### src/htc_pkg.sv
`timescale 1ns / 1ps
package htc_pkg;

  typedef struct packed {
    logic [19:0] raw_temp;
    logic [15:0] raw_hum;
  } in_item_t;

  typedef struct packed {
    logic signed [14:0] temp_centi;
    logic [16:0]        hum_q10;
  } out_item_t;

  typedef struct packed {
    logic [15:0]        temp_cal_one;
    logic signed [15:0] temp_cal_two;
    logic signed [15:0] temp_cal_three;
    logic [7:0]         hum_cal_one;
    logic signed [15:0] hum_cal_two;
    logic [7:0]         hum_cal_three;
    logic [23:0]        hum_cal_four_five_bytes;
    logic signed [7:0]  hum_cal_six;
  } cal_t;

  typedef struct packed {
    logic signed [31:0] fine;
    logic signed [14:0] temp_centi;
    logic [15:0]        raw_hum;
  } temp_res_t;

  typedef enum logic [2:0] {
    REG_TEMP_CAL_ONE   = 3'd0,
    REG_TEMP_CAL_TWO   = 3'd1,
    REG_TEMP_CAL_THREE = 3'd2,
    REG_HUM_CAL_ONE    = 3'd3,
    REG_HUM_CAL_TWO    = 3'd4,
    REG_HUM_CAL_THREE  = 3'd5,
    REG_HUM_CAL_FOUR5  = 3'd6,
    REG_HUM_CAL_SIX    = 3'd7
  } reg_idx_t;

  localparam int PADDR_W = 5;

  localparam logic signed [31:0] TEMP_ROUND    = 32'sd128;
  localparam logic signed [31:0] TEMP_MIN      = -32'sd4000;
  localparam logic signed [31:0] TEMP_MAX      = 32'sd8500;
  localparam logic signed [31:0] FINE_HUM_OFS  = 32'sd76800;
  localparam logic signed [31:0] HUM_A_ROUND   = 32'sd16384;
  localparam logic signed [31:0] HUM_C_OFS     = 32'sd32768;
  localparam logic signed [31:0] HUM_B_OFS     = 32'sd2097152;
  localparam logic signed [31:0] HUM_B_ROUND   = 32'sd8192;
  localparam logic signed [31:0] HUM_MAX       = 32'sd419430400;

endpackage

### src/htc_temp_pipe.sv
`timescale 1ns / 1ps
module htc_temp_pipe (
  input  logic                clk,
  input  logic                rst_n,
  input  htc_pkg::cal_t       cal,
  input  logic                in_valid,
  output logic                in_ready,
  input  htc_pkg::in_item_t   in_data,
  output logic                out_valid,
  input  logic                out_ready,
  output htc_pkg::temp_res_t  out_data
);
  import htc_pkg::*;

  localparam int Stages = 4;

  logic [Stages-1:0] vld_r;
  logic [Stages:0]   rdy;

  logic signed [31:0] adc_t, t1, t2, t3, diff, m1_nxt, dd_nxt;
  logic signed [31:0] m1_r, dd_r;
  logic [15:0]        hum0_r, hum1_r, hum2_r, hum3_r;
  logic signed [31:0] v1_r, v2p_r, v1_nxt, v2p_nxt;
  logic signed [31:0] fine2_r, fine3_r, fine_nxt;
  logic signed [31:0] t5, t_full;
  logic signed [14:0] temp_nxt, temp_r;

  always_comb begin
    rdy[Stages] = out_ready;
    for (int k = Stages - 1; k >= 0; k--) begin
      rdy[k] = ~vld_r[k] | rdy[k+1];
    end
  end

  assign in_ready  = rdy[0];
  assign out_valid = vld_r[Stages-1];

  always_ff @(posedge clk) begin
    if (!rst_n) begin
      vld_r <= '0;
    end else begin
      if (rdy[0]) begin
        vld_r[0] <= in_valid;
      end
      for (int k = 1; k < Stages; k++) begin
        if (rdy[k]) begin
          vld_r[k] <= vld_r[k-1];
        end
      end
    end
  end

  always_comb begin
    adc_t  = {12'd0, in_data.raw_temp};
    t1     = {16'd0, cal.temp_cal_one};
    t2     = {{16{cal.temp_cal_two[15]}}, cal.temp_cal_two};
    m1_nxt = ((adc_t >>> 3) - (t1 <<< 1)) * t2;
    diff   = (adc_t >>> 4) - t1;
    dd_nxt = diff * diff;
  end

  always_ff @(posedge clk) begin
    if (rdy[0]) begin
      m1_r   <= m1_nxt;
      dd_r   <= dd_nxt;
      hum0_r <= in_data.raw_hum;
    end
  end

  always_comb begin
    t3      = {{16{cal.temp_cal_three[15]}}, cal.temp_cal_three};
    v1_nxt  = m1_r >>> 11;
    v2p_nxt = (dd_r >>> 12) * t3;
  end

  always_ff @(posedge clk) begin
    if (rdy[1]) begin
      v1_r   <= v1_nxt;
      v2p_r  <= v2p_nxt;
      hum1_r <= hum0_r;
    end
  end

  assign fine_nxt = v1_r + (v2p_r >>> 14);

  always_ff @(posedge clk) begin
    if (rdy[2]) begin
      fine2_r <= fine_nxt;
      hum2_r  <= hum1_r;
    end
  end

  always_comb begin
    t5     = (fine2_r <<< 2) + fine2_r;
    t_full = (t5 + TEMP_ROUND) >>> 8;
    if (t_full < TEMP_MIN) begin
      temp_nxt = TEMP_MIN[14:0];
    end else if (t_full > TEMP_MAX) begin
      temp_nxt = TEMP_MAX[14:0];
    end else begin
      temp_nxt = t_full[14:0];
    end
  end

  always_ff @(posedge clk) begin
    if (rdy[3]) begin
      fine3_r <= fine2_r;
      temp_r  <= temp_nxt;
      hum3_r  <= hum2_r;
    end
  end

  assign out_data.fine       = fine3_r;
  assign out_data.temp_centi = temp_r;
  assign out_data.raw_hum    = hum3_r;

endmodule

### config.mk
export PLATFORM = sky130hd
export DESIGN_NAME = htc_temp_pipe
export DESIGN_NICKNAME = d
export VERILOG_FILES = /design/src/htc_pkg.sv /design/src/htc_temp_pipe.sv
export SDC_FILE = /design/constraint.sdc
export NUM_CORES = 2
export LEC_CHECK = 0
export ABC_CLOCK_PERIOD_IN_PS = 10000
export BUFFER_PORTS_ARGS = -buffer_cell sky130_fd_sc_hd__clkbuf_2
export CAP_MARGIN = 5
export CORE_MARGIN = 5
export CORE_UTILIZATION = 51
export DETAILED_ROUTE_END_ITERATION = 10
export PLACE_DENSITY_LB_ADDON = 0.12
export RECOVER_POWER = 25
export SYNTH_ARGS = -nofsm -noshare
export SYNTH_HDL_FRONTEND = slang
export SYNTH_SLANG_ARGS = --single-unit
### constraint.sdc
create_clock -name clk -period 10 [get_ports clk]
set_input_delay 0.5 -clock clk [delete_from_list [all_inputs] [get_ports clk]]
set_output_delay 0.5 -clock clk [all_outputs]
set_load 0.02 [all_outputs]
==> run_results.csv <==
group,metric,value,unit
run_status,run_status,"complete, but fails checks",
run_status,violations,"max-capacitance violations, max-slew violations",
worst_setup_path,cpMaxStageDelayCell,"a2111oi_0",
global_route,grt_use_total,21.89,%
sta,finalSetupTns,0,ns
detailed_routing,wl_per_cell,17.24,µm
sta,final.period_utilization,85.02,%
finish,nNetsFinal,5216,
synthesis,synthFlopType,"edfxtp_1",
worst_hold_path,holdPathEnd,"hum0_r[1]",
synthesis,seq_area_frac_synth,16.11,%
global_route,gr-total-overflow,0,
job,maxCapViolCount,1,
sta,fin_crit,8.502,ns
synthesis,synth_edf_count,203,
sta,tightestPinTransition,2.044,ns
placed_design,placed_cell_area,40190,µm²
placed_design,port_buffers,149,
die,fp.dieArea,80750,µm²
clock_tree,cts.repair.resized,0,
worst_hold_path,whs_path_depth,1,
synthesis,avgSynthCellArea,9.985,µm²
synthesis,yosysUniqueCellTypes,73,
sta,max_slew_margin,-36.26,%
detailed_routing,drt-vias-per-instance,5.034,
finish,nFillCells,6707,
clock_tree,holdBufCountCts,0,
sta,grt_setup_unrepaired,"no",
finish,drive_above_1_share,6.743,%
worst_setup_path,r2r-end,"v2p_r[31]",
die,start_util,51.49,%
finish,num_antenna_cells,0,
worst_setup_path,slowest_delay,0.66,ns
sta,hold_violations,0,
sta,holdWs,0.1524,ns
worst_setup_path,setup.reg_to_reg.worst_slack,2.17,ns
clock_tree,cts_num_sinks,207,
die,ios,217,
global_route,grt_pass1_wl,142900,µm
detailed_routing,wl,84730,µm
detailed_routing,drt_iter0_markers,1384,
worst_setup_path,arrival,8.73,ns
clock_tree,root_buffer,"clkbuf_16",
clock_tree,cts_tree,"yes",
worst_setup_path,cp-start-kind,"primary input",
clock_tree,cts_max_level,1,
placed_design,gp_congestion,0.8894,
worst_hold_path,hold_start,"in_data[1]",
die,placementRows,100,
finish,final_area,40830,µm²
clock_tree,clk_pin_slew,0.06,ns
sta,drv_slew,39,
clock_tree,post_cts_buffers,0,
synthesis,ys_async_sr_fraction,0,%
synthesis,synth_area_leader_cell,"fa_1",
detailed_routing,drc,0,
worst_hold_path,hold_class,"primary input to flip-flop",
detailed_routing,drt_pass1_iterations,7,
synthesis,synthTopCellsByArea,"fa_1, edfxtp_1, ha_1",
global_route,grt_pass1_vias,26790,
placed_design,hpwl,69390,µm
clock_tree,cts_buffers,20,
sta,max_freq,117.6,MHz
synthesis,ys_warn_count,0,
clock_tree,clock_path_buffers,3,
die,die_width,284.2,µm
synthesis,synthesis.nets,5123,
global_route,antenna_found_initial,2,
worst_setup_path,cp-end-kind,"flip-flop",
worst_setup_path,rr_startpoint,"dd_r[20]",
synthesis,syn_inst,3839,
detailed_routing,vias,24740,
finish,synthToLayoutAreaGrowth,6.505,%
synthesis,yosysMostFrequentCell,"inv_1",
synthesis,syn-cell-area,38330,µm²
die,die_h,284.2,µm
worst_setup_path,worstPathMaxFanout,10,
worst_setup_path,ff2ff_path_depth,23,
die,fp.coreArea,74450,µm²
sta,finalSetupViolations,0,
synthesis,ys_seq_elements,207,
detailed_routing,ant_nets,0,
synthesis,synth.top_cells.by_count,"inv_1, fa_1, nand2_1",
worst_setup_path,crit_required,10.22,ns
sta,finalClockSkew,0.03109,ns
synthesis,synth_top_area_share,42.61,%
worst_setup_path,path_class,"primary input to flip-flop",
clock_tree,clk_latency,0.52,ns
global_route,grt_max_degree,59,
## worst max path at each step
stage               startpoint  endpoint  slack, ns  cells past startpoint
finish                 cal[98]  dd_r[31]       1.50                     33
global route           cal[98]  dd_r[29]       0.74                     33
CTS                    cal[98]  dd_r[31]       1.46                     33
detailed placement     cal[98]  dd_r[31]       0.97                     33
global placement       cal[98]  dd_r[31]       0.99                     33
floorplan              cal[98]  m1_r[31]       1.81                     34
## routing by layer
metal / wire length, µm / global-route usage, %
met1: 38210 / 31.87
met2: 40210 / 36.00
met3: 4110 / 2.123
met4: 2179 / 5.091
met5: 25 / 0
## layout make-up
cell class,instances,area (µm²),area share [%]
Tap cell,969,1212,2.970
Multi-Input combinational cell,2494,27890,68.32
Inverter,1011,3795,9.295
Clock inverter,13,135.1,0.3310
Clock buffer,22,508.0,1.244
Timing Repair Buffer,198,1109,2.715
Sequential cell,207,6176,15.13
## through the flow
step | util [%] | cells | setup slack (ns)
6_report | 54.84 | 4914 | 1.498
5_1_grt | 54.84 | 4914 | 0.7366
4_1_cts | 54.85 | 4914 | 1.465
3_5_place_dp | 53.98 | 4879 | 0.9692
3_3_place_gp | 53.98 | 4879 | 0.9934
2_1_floorplan | - | 3839 | 1.808
## cells in the final DEF, fill, tap and decap left out, types with 5 or more instances in the layout
cell type  instances
or3_1             15
o21a_1            24
nor2b_1           34
ha_1             316
o21bai_1           6
o211ai_1           6
or2_2              9
a31oi_1            7
nand2b_1          32
clkbuf_16         20
inv_1            997
clkinv_1          15
clkbuf_2         148
a31o_2             5
edfxtp_1         203
buf_4             48
nand2_1          466
a211oi_1           8
a21o_1            25
nor2_1           142
inv_2              5
fa_1             816
and3_1            17
nor3_1            24
nand3_1           20
and2_1           211
xor2_1            36
o31ai_1            7
xnor2_1           99
a21oi_1           62
o21ai_0           37
## worst max-delay path: cells and delay by family
family,cells,cell delay [ns]
adder cells (fa/ha/maj),8,3.72
XOR/XNOR,2,0.50
AO/OA/AOI/OAI,10,2.39
AND/OR/NAND/NOR,5,0.69
buffers and inverters,8,0.90
## flip-flops by register name, indices dropped and copies added (netlist names)
register / cells
fine3_r: 22
dd_r: 20
fine2_r: 22
vld_r: 4
m1_r: 21
temp_r: 15
hum1_r: 16
v1_r: 21
hum2_r: 16
hum3_r: 16
v2p_r: 18
hum0_r: 16
## cells by family after synthesis
family / Yosys count / share of synthesized area, %
buffers and inverters: 1138 / 11.24
adder cells (fa/ha/maj): 1132 / 52.93
XOR/XNOR: 142 / 3.342
AND/OR/NAND/NOR: 986 / 12.02
flip-flops: 207 / 16.11
AO/OA/AOI/OAI: 234 / 4.357
Power is not shown: default switching activity piles up to over one toggle a cycle in this logic, so the estimate is an artifact.
